==> src/design/utf16be_bom_to_utf8_transcoder_top_defines.svh <==
// Assertion macros shared by the transcoder modules.
// Every module that uses them has i_clk and i_rst_n in scope.
`ifndef UTF16BE_BOM_TO_UTF8_TRANSCODER_TOP_DEFINES_SVH
`define UTF16BE_BOM_TO_UTF8_TRANSCODER_TOP_DEFINES_SVH

`ifndef ASSERT_OFF

// Check a property on every clock edge outside reset.
`define U16U8_ASSERT(label, prop) \
    label: assert property (@(posedge i_clk) disable iff (!i_rst_n) (prop)) \
        else $error("transcoder assertion failed");

// Check that a condition never holds outside reset.
`define U16U8_NEVER(label, cond) \
    label: assert property (@(posedge i_clk) disable iff (!i_rst_n) !(cond)) \
        else $error("transcoder forbidden condition seen");

`else

`define U16U8_ASSERT(label, prop)
`define U16U8_NEVER(label, cond)

`endif

`endif

==> src/design/u16u8_pkg.sv <==
package u16u8_pkg;

    // Input phases of one string
    localparam logic [1:0] PH_START = 2'd0;
    localparam logic [1:0] PH_FIRST = 2'd1;
    localparam logic [1:0] PH_U16   = 2'd2;
    localparam logic [1:0] PH_PASS  = 2'd3;

    // Kind of one element of a job
    localparam logic [1:0] K_NONE = 2'd0;
    localparam logic [1:0] K_RAW  = 2'd1;
    localparam logic [1:0] K_CP   = 2'd2;

    localparam logic [7:0] BOM_HI = 8'hFE;
    localparam logic [7:0] BOM_LO = 8'hFF;

    // Job queue depth
    localparam int QDEPTH = 4;
    localparam int QAW    = $clog2(QDEPTH);

    // One job: up to two elements, each a raw byte or a code point
    typedef struct packed {
        logic        last;
        logic [1:0]  a_kind;
        logic [20:0] a_val;
        logic [1:0]  b_kind;
        logic [15:0] b_val;
    } t_job;

    // Number of UTF-8 bytes of a code point, minus one
    function automatic logic [1:0] u8_lenm1(input logic [20:0] cp);
        logic [1:0] n;
        if (cp <= 21'h7F) begin
            n = 2'd0;
        end else if (cp <= 21'h7FF) begin
            n = 2'd1;
        end else if (cp <= 21'hFFFF) begin
            n = 2'd2;
        end else begin
            n = 2'd3;
        end
        return n;
    endfunction

    // Byte number idx of the UTF-8 form of cp
    function automatic logic [7:0] u8_byte(input logic [20:0] cp, input logic [1:0] lenm1,
                                           input logic [1:0] idx);
        logic [1:0] seg;
        logic [7:0] lead;
        logic [7:0] cont;
        seg = lenm1 - idx;
        case (lenm1)
            2'd0:    lead = {1'b0, cp[6:0]};
            2'd1:    lead = {3'b110, cp[10:6]};
            2'd2:    lead = {4'b1110, cp[15:12]};
            default: lead = {5'b11110, cp[20:18]};
        endcase
        case (seg)
            2'd0:    cont = {2'b10, cp[5:0]};
            2'd1:    cont = {2'b10, cp[11:6]};
            2'd2:    cont = {2'b10, cp[17:12]};
            default: cont = {2'b10, 3'b000, cp[20:18]};
        endcase
        return (idx == 2'd0) ? lead : cont;
    endfunction

endpackage

==> src/design/u16u8_in_if.sv <==
interface u16u8_in_if;
    logic       valid;
    logic       ready;
    logic [7:0] in_byte;
    logic       last_in;

    modport source (output valid, output in_byte, output last_in, input ready);
    modport sink (input valid, input in_byte, input last_in, output ready);
endinterface

==> src/design/u16u8_out_if.sv <==
interface u16u8_out_if;
    logic       valid;
    logic       ready;
    logic [7:0] out_byte;
    logic       no_data;
    logic       last_out;

    modport source (output valid, output out_byte, output no_data, output last_out,
                    input ready);
    modport sink (input valid, input out_byte, input no_data, input last_out,
                  output ready);
endinterface

==> src/design/u16u8_queue.sv <==
`include "utf16be_bom_to_utf8_transcoder_top_defines.svh"

module u16u8_queue (
    input  logic              i_clk,
    input  logic              i_rst_n,
    input  logic              i_push,
    input  u16u8_pkg::t_job   i_data,
    output logic              o_full,
    input  logic              i_pop,
    output logic              o_valid,
    output u16u8_pkg::t_job   o_data
);

    u16u8_pkg::t_job r_mem [u16u8_pkg::QDEPTH];
    logic [u16u8_pkg::QAW-1:0] r_wp, r_rp;
    logic [u16u8_pkg::QAW:0]   r_cnt;
    logic do_push, do_pop;

    assign o_full  = (r_cnt == (u16u8_pkg::QAW+1)'(u16u8_pkg::QDEPTH));
    assign o_valid = (r_cnt != '0);
    assign o_data  = r_mem[r_rp];
    assign do_push = i_push && !o_full;
    assign do_pop  = i_pop && o_valid;

    // Store a request at the write pointer
    always_ff @(posedge i_clk) begin
        if (do_push) begin
            r_mem[r_wp] <= i_data;
        end
    end

    // Advance pointers and fill count
    always_ff @(posedge i_clk) begin
        if (!i_rst_n) begin
            r_wp  <= '0;
            r_rp  <= '0;
            r_cnt <= '0;
        end else begin
            if (do_push) begin
                r_wp <= r_wp + 1'b1;
            end
            if (do_pop) begin
                r_rp <= r_rp + 1'b1;
            end
            case ({do_push, do_pop})
                2'b10:   r_cnt <= r_cnt + 1'b1;
                2'b01:   r_cnt <= r_cnt - 1'b1;
                default: r_cnt <= r_cnt;
            endcase
        end
    end

    `U16U8_ASSERT(a_cnt_bound, r_cnt <= (u16u8_pkg::QAW+1)'(u16u8_pkg::QDEPTH))
    `U16U8_NEVER(a_pop_empty, i_pop && !o_valid)
    `U16U8_NEVER(a_push_full, i_push && o_full)

endmodule

==> src/design/u16u8_front.sv <==
`include "utf16be_bom_to_utf8_transcoder_top_defines.svh"

module u16u8_front (
    input  logic             i_clk,
    input  logic             i_rst_n,
    u16u8_in_if.sink         i_in,
    input  logic             i_full,
    output logic             o_push,
    output u16u8_pkg::t_job  o_job
);

    logic [1:0] r_phase, n_phase;
    logic [7:0] r_first, n_first;
    logic       r_half_vld, n_half_vld;
    logic [7:0] r_half, n_half;
    logic       r_hp, n_hp;
    logic [9:0] r_hbits, n_hbits;

    logic        accept;
    logic [7:0]  b;
    logic        last;
    logic [15:0] u;
    logic        u_high, u_low;
    u16u8_pkg::t_job job;

    assign i_in.ready = !i_full;
    assign accept     = i_in.valid && !i_full;
    assign b          = i_in.in_byte;
    assign last       = i_in.last_in;
    assign u          = {r_half, b};
    assign u_high     = (u >= 16'hD800) && (u <= 16'hDBFF);
    assign u_low      = (u >= 16'hDC00) && (u <= 16'hDFFF);

    // Classify the byte into a job and the next state
    always_comb begin
        n_phase    = r_phase;
        n_first    = r_first;
        n_half_vld = r_half_vld;
        n_half     = r_half;
        n_hp       = r_hp;
        n_hbits    = r_hbits;
        job        = '0;
        job.last   = last;
        case (r_phase)
            u16u8_pkg::PH_START: begin
                if (last) begin
                    job.a_kind = u16u8_pkg::K_RAW;
                    job.a_val  = {13'd0, b};
                end else begin
                    n_first = b;
                    n_phase = u16u8_pkg::PH_FIRST;
                end
            end
            u16u8_pkg::PH_FIRST: begin
                if (r_first == u16u8_pkg::BOM_HI && b == u16u8_pkg::BOM_LO) begin
                    n_phase = u16u8_pkg::PH_U16;
                end else begin
                    job.a_kind = u16u8_pkg::K_RAW;
                    job.a_val  = {13'd0, r_first};
                    job.b_kind = u16u8_pkg::K_RAW;
                    job.b_val  = {8'd0, b};
                    n_phase    = u16u8_pkg::PH_PASS;
                end
            end
            u16u8_pkg::PH_U16: begin
                if (!r_half_vld) begin
                    n_half     = b;
                    n_half_vld = 1'b1;
                    // flush a waiting high surrogate at the end
                    if (last && r_hp) begin
                        job.a_kind = u16u8_pkg::K_CP;
                        job.a_val  = {5'd0, 6'b110110, r_hbits};
                    end
                end else begin
                    n_half_vld = 1'b0;
                    if (r_hp && u_low) begin
                        n_hp       = 1'b0;
                        job.a_kind = u16u8_pkg::K_CP;
                        job.a_val  = 21'h10000 + {1'b0, r_hbits, u[9:0]};
                    end else begin
                        if (r_hp) begin
                            job.a_kind = u16u8_pkg::K_CP;
                            job.a_val  = {5'd0, 6'b110110, r_hbits};
                        end
                        if (u_high && !last) begin
                            n_hp    = 1'b1;
                            n_hbits = u[9:0];
                        end else begin
                            n_hp       = 1'b0;
                            job.b_kind = u16u8_pkg::K_CP;
                            job.b_val  = u;
                        end
                    end
                end
            end
            default: begin
                job.a_kind = u16u8_pkg::K_RAW;
                job.a_val  = {13'd0, b};
            end
        endcase
        // return to string start after the final byte
        if (last) begin
            n_phase    = u16u8_pkg::PH_START;
            n_half_vld = 1'b0;
            n_hp       = 1'b0;
        end
    end

    assign o_job  = job;
    assign o_push = accept && (last || job.a_kind != u16u8_pkg::K_NONE
                               || job.b_kind != u16u8_pkg::K_NONE);

    // Hold control state
    always_ff @(posedge i_clk) begin
        if (!i_rst_n) begin
            r_phase    <= u16u8_pkg::PH_START;
            r_half_vld <= 1'b0;
            r_hp       <= 1'b0;
        end else if (accept) begin
            r_phase    <= n_phase;
            r_half_vld <= n_half_vld;
            r_hp       <= n_hp;
        end
    end

    // Hold payload bytes
    always_ff @(posedge i_clk) begin
        if (accept) begin
            r_first <= n_first;
            r_half  <= n_half;
            r_hbits <= n_hbits;
        end
    end

    `U16U8_ASSERT(a_hp_mode, r_hp |-> (r_phase == u16u8_pkg::PH_U16))
    `U16U8_ASSERT(a_half_mode, r_half_vld |-> (r_phase == u16u8_pkg::PH_U16))
    `U16U8_ASSERT(a_last_start, (accept && last) |=> (r_phase == u16u8_pkg::PH_START))

endmodule

==> src/design/u16u8_back.sv <==
`include "utf16be_bom_to_utf8_transcoder_top_defines.svh"

module u16u8_back (
    input  logic             i_clk,
    input  logic             i_rst_n,
    input  logic             i_valid,
    input  u16u8_pkg::t_job  i_job,
    output logic             o_pop,
    u16u8_out_if.source      o_out
);

    logic       r_sel;
    logic [1:0] r_idx;
    logic       r_ov;
    logic [7:0] r_byte;
    logic       r_nodata;
    logic       r_last;

    logic        a_none, b_none, cur_b;
    logic [1:0]  kind;
    logic [20:0] cp;
    logic [1:0]  lenm1;
    logic [7:0]  byte_val;
    logic        nodat, elem_end, job_end, load;

    // Pick the current element of the head request
    assign a_none   = (i_job.a_kind == u16u8_pkg::K_NONE);
    assign b_none   = (i_job.b_kind == u16u8_pkg::K_NONE);
    assign cur_b    = r_sel || a_none;
    assign kind     = cur_b ? i_job.b_kind : i_job.a_kind;
    assign cp       = cur_b ? {5'd0, i_job.b_val} : i_job.a_val;
    assign nodat    = (kind == u16u8_pkg::K_NONE);
    assign lenm1    = (kind == u16u8_pkg::K_CP) ? u16u8_pkg::u8_lenm1(cp) : 2'd0;
    assign elem_end = (r_idx == lenm1);
    assign job_end  = elem_end && (cur_b || b_none);
    assign load     = i_valid && (!r_ov || o_out.ready);
    assign o_pop    = load && job_end;

    // Encode one byte of the element
    always_comb begin
        case (kind)
            u16u8_pkg::K_RAW: byte_val = cp[7:0];
            u16u8_pkg::K_CP:  byte_val = u16u8_pkg::u8_byte(cp, lenm1, r_idx);
            default:          byte_val = 8'd0;
        endcase
    end

    // Advance through the elements and bytes of a request
    always_ff @(posedge i_clk) begin
        if (!i_rst_n) begin
            r_sel <= 1'b0;
            r_idx <= 2'd0;
            r_ov  <= 1'b0;
        end else begin
            if (load) begin
                if (job_end) begin
                    r_sel <= 1'b0;
                    r_idx <= 2'd0;
                end else if (elem_end) begin
                    r_sel <= 1'b1;
                    r_idx <= 2'd0;
                end else begin
                    r_idx <= r_idx + 1'b1;
                end
            end
            if (load) begin
                r_ov <= 1'b1;
            end else if (o_out.ready) begin
                r_ov <= 1'b0;
            end
        end
    end

    // Load the output register
    always_ff @(posedge i_clk) begin
        if (load) begin
            r_byte   <= byte_val;
            r_nodata <= nodat;
            r_last   <= i_job.last && job_end;
        end
    end

    assign o_out.valid    = r_ov;
    assign o_out.out_byte = r_byte;
    assign o_out.no_data  = r_nodata;
    assign o_out.last_out = r_last;

    `U16U8_ASSERT(a_nodata_form, (r_ov && r_nodata) |-> (r_byte == 8'd0 && r_last))
    `U16U8_ASSERT(a_sel_head, (r_sel || r_idx != 2'd0) |-> i_valid)
    `U16U8_ASSERT(a_nodata_last, (i_valid && a_none && b_none) |-> i_job.last)

endmodule

==> src/design/utf16be_bom_to_utf8_transcoder_top.sv <==
// Channel  Role    Handshake      Payload
// i_in     sink    valid/ready    in_byte[7:0], last_in
// o_out    source  valid/ready    out_byte[7:0], no_data, last_out
//
// One input byte is taken per cycle while the four-entry job queue has room.
// The back end sends one result byte per cycle unless o_out stalls; a request
// stays at the queue head for one to six bytes (a no-data end marker is one).
// Jobs go through the job queue, and their bytes through the output register.
// i_rst_n is synchronous and active low; it clears mode, queue and output.
// A stall on o_out fills the queue, then drops i_in.ready.
module utf16be_bom_to_utf8_transcoder_top (
    input  logic        i_clk,
    input  logic        i_rst_n,
    u16u8_in_if.sink    i_in,
    u16u8_out_if.source o_out
);

    logic            push, full, pop, q_valid;
    u16u8_pkg::t_job push_job, head_job;

    u16u8_front u_front (
        .i_clk   (i_clk),
        .i_rst_n (i_rst_n),
        .i_in    (i_in),
        .i_full  (full),
        .o_push  (push),
        .o_job   (push_job)
    );

    u16u8_queue u_queue (
        .i_clk   (i_clk),
        .i_rst_n (i_rst_n),
        .i_push  (push),
        .i_data  (push_job),
        .o_full  (full),
        .i_pop   (pop),
        .o_valid (q_valid),
        .o_data  (head_job)
    );

    u16u8_back u_back (
        .i_clk   (i_clk),
        .i_rst_n (i_rst_n),
        .i_valid (q_valid),
        .i_job   (head_job),
        .o_pop   (pop),
        .o_out   (o_out)
    );

endmodule
==> src/flat_wrapper.sv <==
// flat-port wrapper written by rule: the top's interface ports become plain ports
module utf16be_bom_to_utf8_transcoder_top_flat 
  (i_clk, i_rst_n, i_in_valid, i_in_in_byte, i_in_last_in, i_in_ready, o_out_valid, o_out_out_byte, o_out_no_data, o_out_last_out, o_out_ready);
  u16u8_in_if i_in_i ();
  u16u8_out_if o_out_i ();
  input  logic i_clk;
  input  logic i_rst_n;
  input wire logic [$bits(i_in_i.valid)-1:0] i_in_valid;
  input wire logic [$bits(i_in_i.in_byte)-1:0] i_in_in_byte;
  input wire logic [$bits(i_in_i.last_in)-1:0] i_in_last_in;
  output wire logic [$bits(i_in_i.ready)-1:0] i_in_ready;
  output wire logic [$bits(o_out_i.valid)-1:0] o_out_valid;
  output wire logic [$bits(o_out_i.out_byte)-1:0] o_out_out_byte;
  output wire logic [$bits(o_out_i.no_data)-1:0] o_out_no_data;
  output wire logic [$bits(o_out_i.last_out)-1:0] o_out_last_out;
  input wire logic [$bits(o_out_i.ready)-1:0] o_out_ready;
  assign i_in_i.valid = i_in_valid;
  assign i_in_i.in_byte = i_in_in_byte;
  assign i_in_i.last_in = i_in_last_in;
  assign i_in_ready = i_in_i.ready;
  assign o_out_valid = o_out_i.valid;
  assign o_out_out_byte = o_out_i.out_byte;
  assign o_out_no_data = o_out_i.no_data;
  assign o_out_last_out = o_out_i.last_out;
  assign o_out_i.ready = o_out_ready;
  utf16be_bom_to_utf8_transcoder_top u_core (.i_clk(i_clk), .i_rst_n(i_rst_n), .i_in(i_in_i), .o_out(o_out_i));
endmodule
==> config.mk <==
export PLATFORM = sky130hd
export DESIGN_NAME = utf16be_bom_to_utf8_transcoder_top_flat
export DESIGN_NICKNAME = d
export VERILOG_FILES = /design/src/design/u16u8_pkg.sv /design/src/design/u16u8_in_if.sv /design/src/design/u16u8_out_if.sv /design/src/design/u16u8_queue.sv /design/src/design/u16u8_front.sv /design/src/design/u16u8_back.sv /design/src/design/utf16be_bom_to_utf8_transcoder_top.sv /design/src/flat_wrapper.sv
export VERILOG_INCLUDE_DIRS = /design/src /design/src/design
export SDC_FILE = /design/constraint.sdc
export NUM_CORES = 1
export LEC_CHECK = 0
export BUFFER_PORTS_ARGS = -buffer_cell sky130_fd_sc_hd__buf_2
export CORE_ASPECT_RATIO = 0.8
export CORE_MARGIN = 8
export CORE_UTILIZATION = 50
export DETAILED_ROUTE_END_ITERATION = 7
export GPL_ROUTABILITY_DRIVEN = 0
export PLACE_DENSITY = 0.63
export SYNTH_ARGS = -nofsm -noshare
export SYNTH_HDL_FRONTEND = slang
export SYNTH_HIERARCHICAL = 1
export SYNTH_SLANG_ARGS = --single-unit
export TNS_END_PERCENT = 10
==> constraint.sdc <==
create_clock -name i_clk -period 10.3 [get_ports i_clk]
set_clock_uncertainty 0.2 [all_clocks]
set_input_delay 0.515 -clock i_clk [delete_from_list [all_inputs] [get_ports i_clk]]
set_output_delay 0.515 -clock i_clk [all_outputs]
set_load 0.005 [all_outputs]
; ---- Word level (Yosys, flattened, before mapping)
; Memories as Yosys holds them, arrays and structs flattened. A register that Yosys moved wholly into a read port is not among the register bits.
; Index checks and enable logic that the tools add are counted.
[totals]
regBits = 51
ram_bits = 168
n_memories = 1
inputBits = 13
out_inout_bits = 12
word_cells = 135
[mem_list]
columns = name, words, word_bits, rd, rd_clocked_by_memory_dff, wr, line_no
row1 = u_core.u_queue.r_mem, 4, 42, 1, 1, 1, u16u8_queue.sv:14  ; u16u8_pkg::t_job r_mem [u16u8_pkg::QDEPTH];
[op_classes]
eq_ne = 14
bitwise_logic = 3
add_sub_neg = 7
n_mux = 43
n_lt_le_gt_ge = 7
reduce_logical = 45
[op_table]
columns = cell, n
row1 = $mux 23, 4
row2 = $pmux 23 s3, 1
row3 = $mux 18, 3
row4 = $mux 40, 1
row5 = $pmux 18 s2, 1
row6 = $ge 16x16->1 const B, 2
row7 = $le 16x16->1 const B, 2
row8 = $pmux 8 s3, 1
row9 = $mux 22, 1
row10 = $add 17x20->21 const A, 1
row11 = $le 21x11->1 const B, 1
row12 = $le 21x16->1 const B, 1
row13 = $le 21x7->1 const B, 1
row14 = $mux 21, 1
row15 = $mux 2, 9
row16 = $pmux 6 s3, 1
row17 = $eq 8x8->1 const B, 2
row18 = $mux 1, 16
row19 = $pmux 8 s2, 1
row20 = $logic_and 1x1->1, 14
row21 = $logic_not 2->1, 7
row22 = $reduce_bool 2->1, 7
row23 = $eq 2x1->1 const B, 5
row24 = $eq 2x2->1 const B, 5
row25 = 16 further kinds, 31

; ---- Longest topological paths before layout
; Gate-level depths: netlist of the first run.
[logic_depth]
depth_word = 14
ltp_mapped = 24
mapped_depth_nobuf = 19

; ---- Hierarchy
; Netlist of the first run, hierarchy kept.
[by_module_without_submodules]
columns = mod, area_per_inst_um2, seq_area_each_um2, cells_each, instances
row1 = u16u8_queue, 6611.3, 5225.0, 272, 1
row2 = u16u8_front, 1712.9, 860.8, 161, 1
row3 = u16u8_back, 1694.1, 380.4, 198, 1

; ---- Least setup slack after synthesis of the first run
; No wires, ideal clock.
[synth_path]
kind = reg2reg
from = reg (tool-made name)
to = reg u_core/u_queue/r_cnt[2] in the netlist's numbering
period_less_slack_ns = 5.565
slack_ns = 4.735
stages_incl_launch_ff = 25
t_arrival_ns = 5.290
required_ns = 10.024
setup_ns = 0.076
path_buffers = 8
path_cell_list = dfxtp_1 -> buf_6 -> buf_12 -> mux4_2 -> o21bai_1 -> buf_6 -> clkbuf_1 -> mux2_2 -> inv_1 -> ha_1 -> buf_6 -> clkbuf_1 -> o21ai_0 -> ha_1 -> clkbuf_8 -> buf_2 -> nand2_1 -> nor3_1 -> o31a_1 -> ha_1 -> inv_1 -> fa_1 -> xor2_1 -> or3_1 -> a21boi_0
[synth_rtl]
columns = item, line_no
row1 = to (signal assigned), u16u8_queue.sv:46  ; 2'b10: r_cnt <= r_cnt + 1'b1;
row2 = to (signal assigned), u16u8_queue.sv:47  ; 2'b01: r_cnt <= r_cnt - 1'b1;
row3 = to (signal assigned), u16u8_queue.sv:48  ; default: r_cnt <= r_cnt;
row4 = to (decl), u16u8_queue.sv:16  ; logic [u16u8_pkg::QAW:0] r_cnt;

==> results of run 1 <==
-- power groups by stage --
stage | clock (mW) | sequential (mW) | combinational (mW)
2_1_floorplan | 0 | 1.05 | 0.247
3_3_place_gp | 0 | 1.05 | 0.309
3_5_place_dp | 0 | 1.05 | 0.319
4_1_cts | 0.861 | 1.03 | 0.321
5_1_grt | 0.893 | 1.03 | 0.351
6_report | 0.846 | 1.03 | 0.326
-- state kept, by name, indices dropped and copies added, names as in the netlist, 2 cells and up, named ones only --
name,cells
u_core/u_back/o_out.out_byte,8
u_core/u_back/r_idx,2
u_core/u_front/r_first,8
u_core/u_front/r_half,8
u_core/u_front/r_hbits,10
u_core/u_front/r_phase,2
u_core/u_queue/r_cnt,3
u_core/u_queue/r_mem,168
u_core/u_queue/r_rp,2
u_core/u_queue/r_wp,2
-- worst max path at each step --
| stage | start | end | slack (ns) | depth (start not counted) |
|---|---|---|---|---|
| final | register | u_core/u_queue/r_cnt[2] | 3.30 | 17 |
| after global routing | register | u_core/u_queue/r_cnt[2] | 2.70 | 17 |
| after CTS | register | u_core/u_queue/r_cnt[2] | 3.28 | 17 |
| after detailed placement | register | u_core/u_queue/r_cnt[2] | 3.34 | 17 |
| after global placement | register | u_core/u_queue/r_cnt[2] | 3.62 | 17 |
| after floorplan | register | u_core/u_queue/r_cnt[2] | 4.73 | 24 |
-- cell usage in the layout, fill, tap and decap left out, types with 8 or more instances in the layout --
cell,n
buf_4,8
ha_1,19
mux4_2,41
nand2_1,35
o21ai_0,17
and3_1,13
edfxtp_1,204
nand3_1,13
inv_1,28
nor3_1,12
nor2_1,24
dfxtp_1,15
mux2i_1,15
buf_2,24
mux2_2,9
a21oi_1,19
clkbuf_16,23
and2_1,20
-- final cells by class --
type                            instances  area share [%]
Multi-Input combinational cell        352           28.86
Tap cell                              264           2.986
Inverter                               29           1.029
Clock buffer                           24           5.236
Timing Repair Buffer                   32           1.629
Clock inverter                         17           1.787
Sequential cell                       221           58.47
-- per-stage QoR --
step / hold slack, ns / setup WS (ns) / instance area (um2) / util (%)
final: 0.06966 / 3.301 / 11060 / 56.04
after global routing: 0.05524 / 2.701 / 11060 / 56.04
after CTS: 0.05327 / 3.284 / 11060 / 56.04
after detailed placement: 0.2890 / 3.336 / 10290 / 52.10
after global placement: 0.2674 / 3.617 / 10290 / 52.10
after floorplan: 0.2420 / 4.735 / 10020 / -
-- worst max-delay path: cells and delay by family (launching register included) --
| kind | cells | cell delay, ns |
|---|---|---|
| XOR/XNOR | 1 | 0.16 |
| AO/OA/AOI/OAI | 4 | 1.67 |
| adder cells (fa/ha/maj) | 4 | 1.93 |
| AND/OR/NAND/NOR | 3 | 0.75 |
| flip-flops | 1 | 0.31 |
| buffers and inverters | 3 | 0.78 |
| multiplexers | 2 | 1.09 |
-- layer usage --
| metal | share of wire, % | wire [um] |
|---|---|---|
| met4 | 2.7 | 587 |
| met1 | 45 | 10020 |
| met2 | 46 | 10130 |
| met3 | 5.9 | 1296 |
| met5 | 0 | 0 |
-- cell families (layout without fill, tap and decap cells) --
kind of cell | after synthesis | count (layout)
multiplexers | 69 | 69
flip-flops | 221 | 221
buffers and inverters | 58 | 102
XOR/XNOR | 10 | 10
adder cells (fa/ha/maj) | 20 | 20
AO/OA/AOI/OAI | 98 | 98
AND/OR/NAND/NOR | 155 | 155
==> results.md, run 1 <==
- H-Tree Depth: 1
- Number of global-route vias before repair: 5752
- Psw: 0.5505 mW
- Critical Path Fanout Max: 42
- Final net count: 692
- Compound-cell area share of the yosys netlist: 7.344%
- Rel. slew slack: 21.42%
- Fill cells: 1533
- Remaining DRCs: 0
- Routed vias: 5695
- WL final: 22030 um
- Slew Limit Fails: 0
- Clk buf depth: 3
- Syn_nets: 664
- Min-delay worst type: input pin to register
- Synth top area share: 61.15%
- Crit Path Class: register to register
- Pin count of the biggest net entering global routing: 43
- Starting DRC count in detailed routing: 617
- Seq/Total Area, Yosys: 64.54%
- Dpl hpwl: 14510 um
- Adder-Cell Fraction of Synth Area: 2.573%
- DRT Pass-1 Iters: 8
- Number of synthesis warnings: 6
- Final Hold Viols: 0
- PostCTS Resize Cnt: 0
- Die area: 0.02485 mm2
- FF-to-FF path depth: 17
- M2 GR Usage: 28.14%
- Logic pwr share: 14.8%
- Worst EP required: 10.55 ns
- Worst slew pin tran: 1.178 ns
- WHS Endpoint: u_core/u_front/r_hbits[1]
- Vias per cell: 6.065
- CTS sink count: 221
- RR Endpoint: u_core/u_queue/r_cnt[2]
- Clock transition at the registers of the reported paths: 0.06 ns
- Top_reg_cell synth: edfxtp_1
- Setup Buffers After CTS: 0
- Worst VDD drop: 0.0001113 V
- Internal power: 1.652 mW
- Final setup fails: 0
- Ant diodes: 0
- Post-CTS Hold Buffers: 0
- Critical path's largest stage delay: 0.93 ns
- Pleak: 3.728 nW
- Fin crit period: 6.999 ns
- Sw Share: 24.99%
- Crit end category: register
- Die Ht: 142.6 um
- Startpoint types: register
- RSZ-0062 raised after global routing: false
- Final Power: 2.203 mW
- Asr flop ratio synth: 0%
- Grt met1 use: 24.25%
- Initial Util: 50.75%
- Max Clock Freq: 0.1429 GHz
- Register-to-register setup slack: 3.30 ns
- Sequential Power Share: 46.8%
- Hold depth: 1
- Synth area leader: edfxtp_1
- Cells after DPL: 898
- Most frequent CP cell: ha_1
- Simple-Gate Fraction of Synth Area: 8.143%
- Synthesized instance count: 631
- Crit-path cells: buf_4 > mux4_2 > o21bai_2 > mux2_2 > inv_1 > ha_1 > o21ai_0 > ha_1 > nand2_1 > nor3_1 > o31a_1 > ha_1 > inv_1 > fa_1 > xor2_1 > or3_1 > a21boi_0
- Clk_lat worst skew: 0.52 ns
- First-pass GRT wire length: 33650 um
- Remaining Overflow, GRT: 0
- Synthesis-stage register bit count: 221
- Top cells by count, synth: 204 x edfxtp_1, 41 x mux4_2, 35 x nand2_1
- Clock network fraction of total power: 38.4%
- Max-cap violation count: 0
- CP max-delay cell: o21bai_2
- Number of flops mapped to enable cells by yosys: 204
- Final setup TNS: 0 ns
- Fin cells: 939
- PD cells: 199.1 mW/mm2
- Period Utilization, post-route: 67.95%
- CTS Buf Count: 23
- Initial antenna violation count: 0
- Port Buffer Count: 24
- GRT Overall Usage: 17.45%
- Status: finished, final reports clean
- M3 GR Usage: 2.758%
- HP Start: i_in_in_byte[1]
- Post-DRT Antenna Nets: 0
- Synth Cell Area: 0.01002 mm2
- Multi-input logic area: 0.003193 mm2
- Largest family of logic cells by synthesized area: multiplexers
- Die width: 174.3 um
- WL/cell: 23.46 um
- Most numerous cell in the Yosys netlist: edfxtp_1
- Area Overhead vs Synth: 10.43%
- Row cnt: 46
- Core ar.: 0.01974 mm2
- Crit path arrival time: 7.24 ns
- Ports: 25
- CTS tree: yes
- Sequential Area: 0.006469 mm2
- Synth top area cells: edfxtp_1 61%, mux4_2 9.2%, dfxtp_1 3.4%
- Clock root buffer: clkbuf_16
- XOR/XNOR Fraction of Synth Area: 1.062%
- Gr busiest metal: met2
- Yosys cell types: 71
- Syn_area_per_cell: 15.88 um2
- Multiplexer share of the synthesized area: 12.66%
- Ratio of cells with drive above 1 in the final layout: 20.15%
No activity file was read; power rests on OpenSTA's default activity.
==> inputs of run 2 (changes only) <==
--- a/config.mk
+++ b/config.mk
@@ -12,7 +12,7 @@
 export CORE_UTILIZATION = 50
 export DETAILED_ROUTE_END_ITERATION = 7
 export GPL_ROUTABILITY_DRIVEN = 0
-export PLACE_DENSITY = 0.63
+export PLACE_DENSITY = 0.66
 export SYNTH_ARGS = -nofsm -noshare
 export SYNTH_HDL_FRONTEND = slang
 export SYNTH_HIERARCHICAL = 1
==> constraint.sdc (replaced) <==
create_clock -name i_clk -period 5.75 [get_ports i_clk]
set_clock_uncertainty 0.2 [all_clocks]
set_input_delay 0.2875 -clock i_clk [delete_from_list [all_inputs] [get_ports i_clk]]
set_output_delay 0.2875 -clock i_clk [all_outputs]
set_load 0.005 [all_outputs]
==> run 2 against run 1 <==
Die area unchanged. Total power is 75% higher. Clock power up 69%. Sequential cell count is the same. Setup slack worse by 2.7 ns. Routed wire length is 3.4% lower. Sequential share of layout area fell by 0.51 points. Hold slack gained 0.0074 ns. Highest routed layer unchanged.
==> results.md, run 2 (synthesized netlist as in run 1, its figures left out) <==
- Most common cell after layout, fill and taps aside: edfxtp_1
- Clk buf depth: 3 (unchanged)
- Starting DRC count in detailed routing: 656 (+6.3%)
- CTS tree: yes
- Max-cap violation count: 0 (unchanged)
- Initial antenna violation count: 0 (unchanged)
- Status: finished, final reports clean
- WL final: 21280 um (-3.4%)
- Clk_lat worst skew: 0.53 ns (about the same)
- Largest registers: u_core/u_queue/r_mem (168), u_core/u_front/r_hbits (10)
- Routed vias: 5724 (+0.51%)
- Post-DRT Antenna Nets: 0 (unchanged)
- Ports: 25 (unchanged)
- Final net count: 705 (+1.9%)
- Fin cells: 952 (+1.4%)
- Number of global-route vias before repair: 5597 (-2.7%)
- Min-delay worst type: input pin to register
- Fin crit period: 5.131 ns (-1.868 ns)
- Largest register by flop count: u_core/u_queue/r_mem
- Final setup TNS: 0 ns (unchanged)
- Final Hold Viols: 0 (unchanged)
- CTS sink count: 221 (unchanged)
- WHS: 0.07705 ns (+0.007397 ns)
- Clock transition at the registers of the reported paths: 0.06 ns (about the same)
- PostCTS Resize Cnt: 0 (unchanged)
- Rel. slew slack: 16.17% (-5.2 points)
- Max FFs per register: 168 (unchanged)
- First-pass GRT wire length: 33140 um (-1.5%)
- Crit end category: register
- Worst slew pin tran: 1.257 ns (+0.07954 ns)
- RSZ-0062 raised after global routing: false
- Crit Path Class: register to register
- Die width: 174.3 um (unchanged)
- Startpoint types: register
- Remaining DRCs: 0 (unchanged)
- Port Buffer Count: 24 (unchanged)
- Dpl hpwl: 14560 um (+0.35%)
- Worst EP required: 5.99 ns (-4.56 ns)
- Clock root buffer: clkbuf_16
- WL/cell: 22.36 um (-4.7%)
- Pleak: 3.773 nW (+1.2%)
- H-Tree Depth: 1 (unchanged)
- Initial Util: 50.75% (unchanged)
- CTS Buf Count: 23 (unchanged)
- Final Power: 3.863 mW (+75%)
- GRT Overall Usage: 17.13% (-0.31 points)
- Final setup fails: 0 (unchanged)
- Period Utilization, post-route: 89.23% (+21 points)
- Vias per cell: 6.013 (-0.86%)
- Pin count of the biggest net entering global routing: 43 (unchanged)
- Ratio of cells with drive above 1 in the final layout: 19.77% (-0.38 points)
- Crit path arrival time: 5.37 ns (-1.87 ns)
- Die area: 0.02485 mm2 (unchanged)
- Setup Buffers After CTS: 0 (unchanged)
- Core ar.: 0.01974 mm2 (unchanged)
- Cells after DPL: 899 (+0.11%)
- Row cnt: 46 (unchanged)
- Critical Path Fanout Max: 33 (-21%)
- PD cells: 346.1 mW/mm2 (+74%)
- DRT Pass-1 Iters: 7 (-1)
- Die Ht: 142.6 um (unchanged)
- Ant diodes: 0 (unchanged)
- Slew Limit Fails: 0 (unchanged)
- Remaining Overflow, GRT: 0 (unchanged)
- Max Clock Freq: 0.1949 GHz (+36%)
- Area Overhead vs Synth: 11.40%
- Most frequent cells in the layout: 204 x edfxtp_1, 41 x mux4_2, 35 x nand2_1, 28 x inv_1
- Worst VDD drop: 0.0001939 V (+74%)
run 2: area by class of cell:
type	instances	area, um2
Inverter	29	113.9
Fill cell	1485	8581
Clock buffer	32	649.4
Multi-Input combinational cell	352	3193
Timing Repair Buffer	45	320.3
Clock inverter	9	85.08
Tap cell	264	330.3
Sequential cell	221	6469
run 2: per-layer routing:
layer	vias to the layer above	part of all wire [%]	global-route usage (%)	wire, um
li1	2578	-	-	-
met5	-	0	0	0
met3	37	6.6	2.997	1398
met1	2875	46	24.63	9693
met2	234	46	26.90	9807
met4	0	1.8	3.862	383
run 2: through the flow:
| step | utilization [%] | setup WS, ns | area (um2) |
|---|---|---|---|
| final | 56.53 | 0.6190 | 11160 |
| after global routing | 56.53 | 0.1109 | 11160 |
| after CTS | 56.53 | 0.5786 | 11160 |
| after detailed placement | 52.21 | 0.6091 | 10310 |
| after global placement | 52.21 | 0.7701 | 10310 |
| after floorplan | - | 0.1848 | 10020 |
run 2: what timing repair did:
action	in CTS	in global routing
hold buffers	12	0
endpoints found under the hold margin	42	0
setup endpoints to repair	0	0
run 2: power by group:
part           total, mW  switching [mW]  internal (mW)
Clock               1.43           0.589          0.837
Sequential          1.85          0.0268           1.82
Combinational      0.589           0.351          0.238
run 2: path summary, 6_finish.rpt:
check                                    startpoint                   endpoint  slack (ns)  depth (start not counted)
worst min-delay path                     i_in_valid  u_core/u_front/r_phase[1]        0.08                          3
worst min register to register  u_core/u_back/r_sel        u_core/u_back/r_sel        0.28                          2
worst max-delay path                       register    u_core/u_queue/r_cnt[2]        0.62                         16
worst max register to register             register    u_core/u_queue/r_cnt[2]        0.62                         16
run 2: critical path, cell delays in order (launching register included):
cell      delay [ns]
dfxtp_2         0.56
buf_12          0.32
mux4_2          0.57
nor4_1          0.60
mux2i_1         0.18
nor3_1          0.23
o21ai_0         0.21
ha_1            0.35
nand2_1         0.07
nor3_1          0.25
o31a_1          0.24
ha_1            0.20
inv_1           0.06
fa_1            0.37
xor2_1          0.16
or3_1           0.31
a21boi_0        0.16
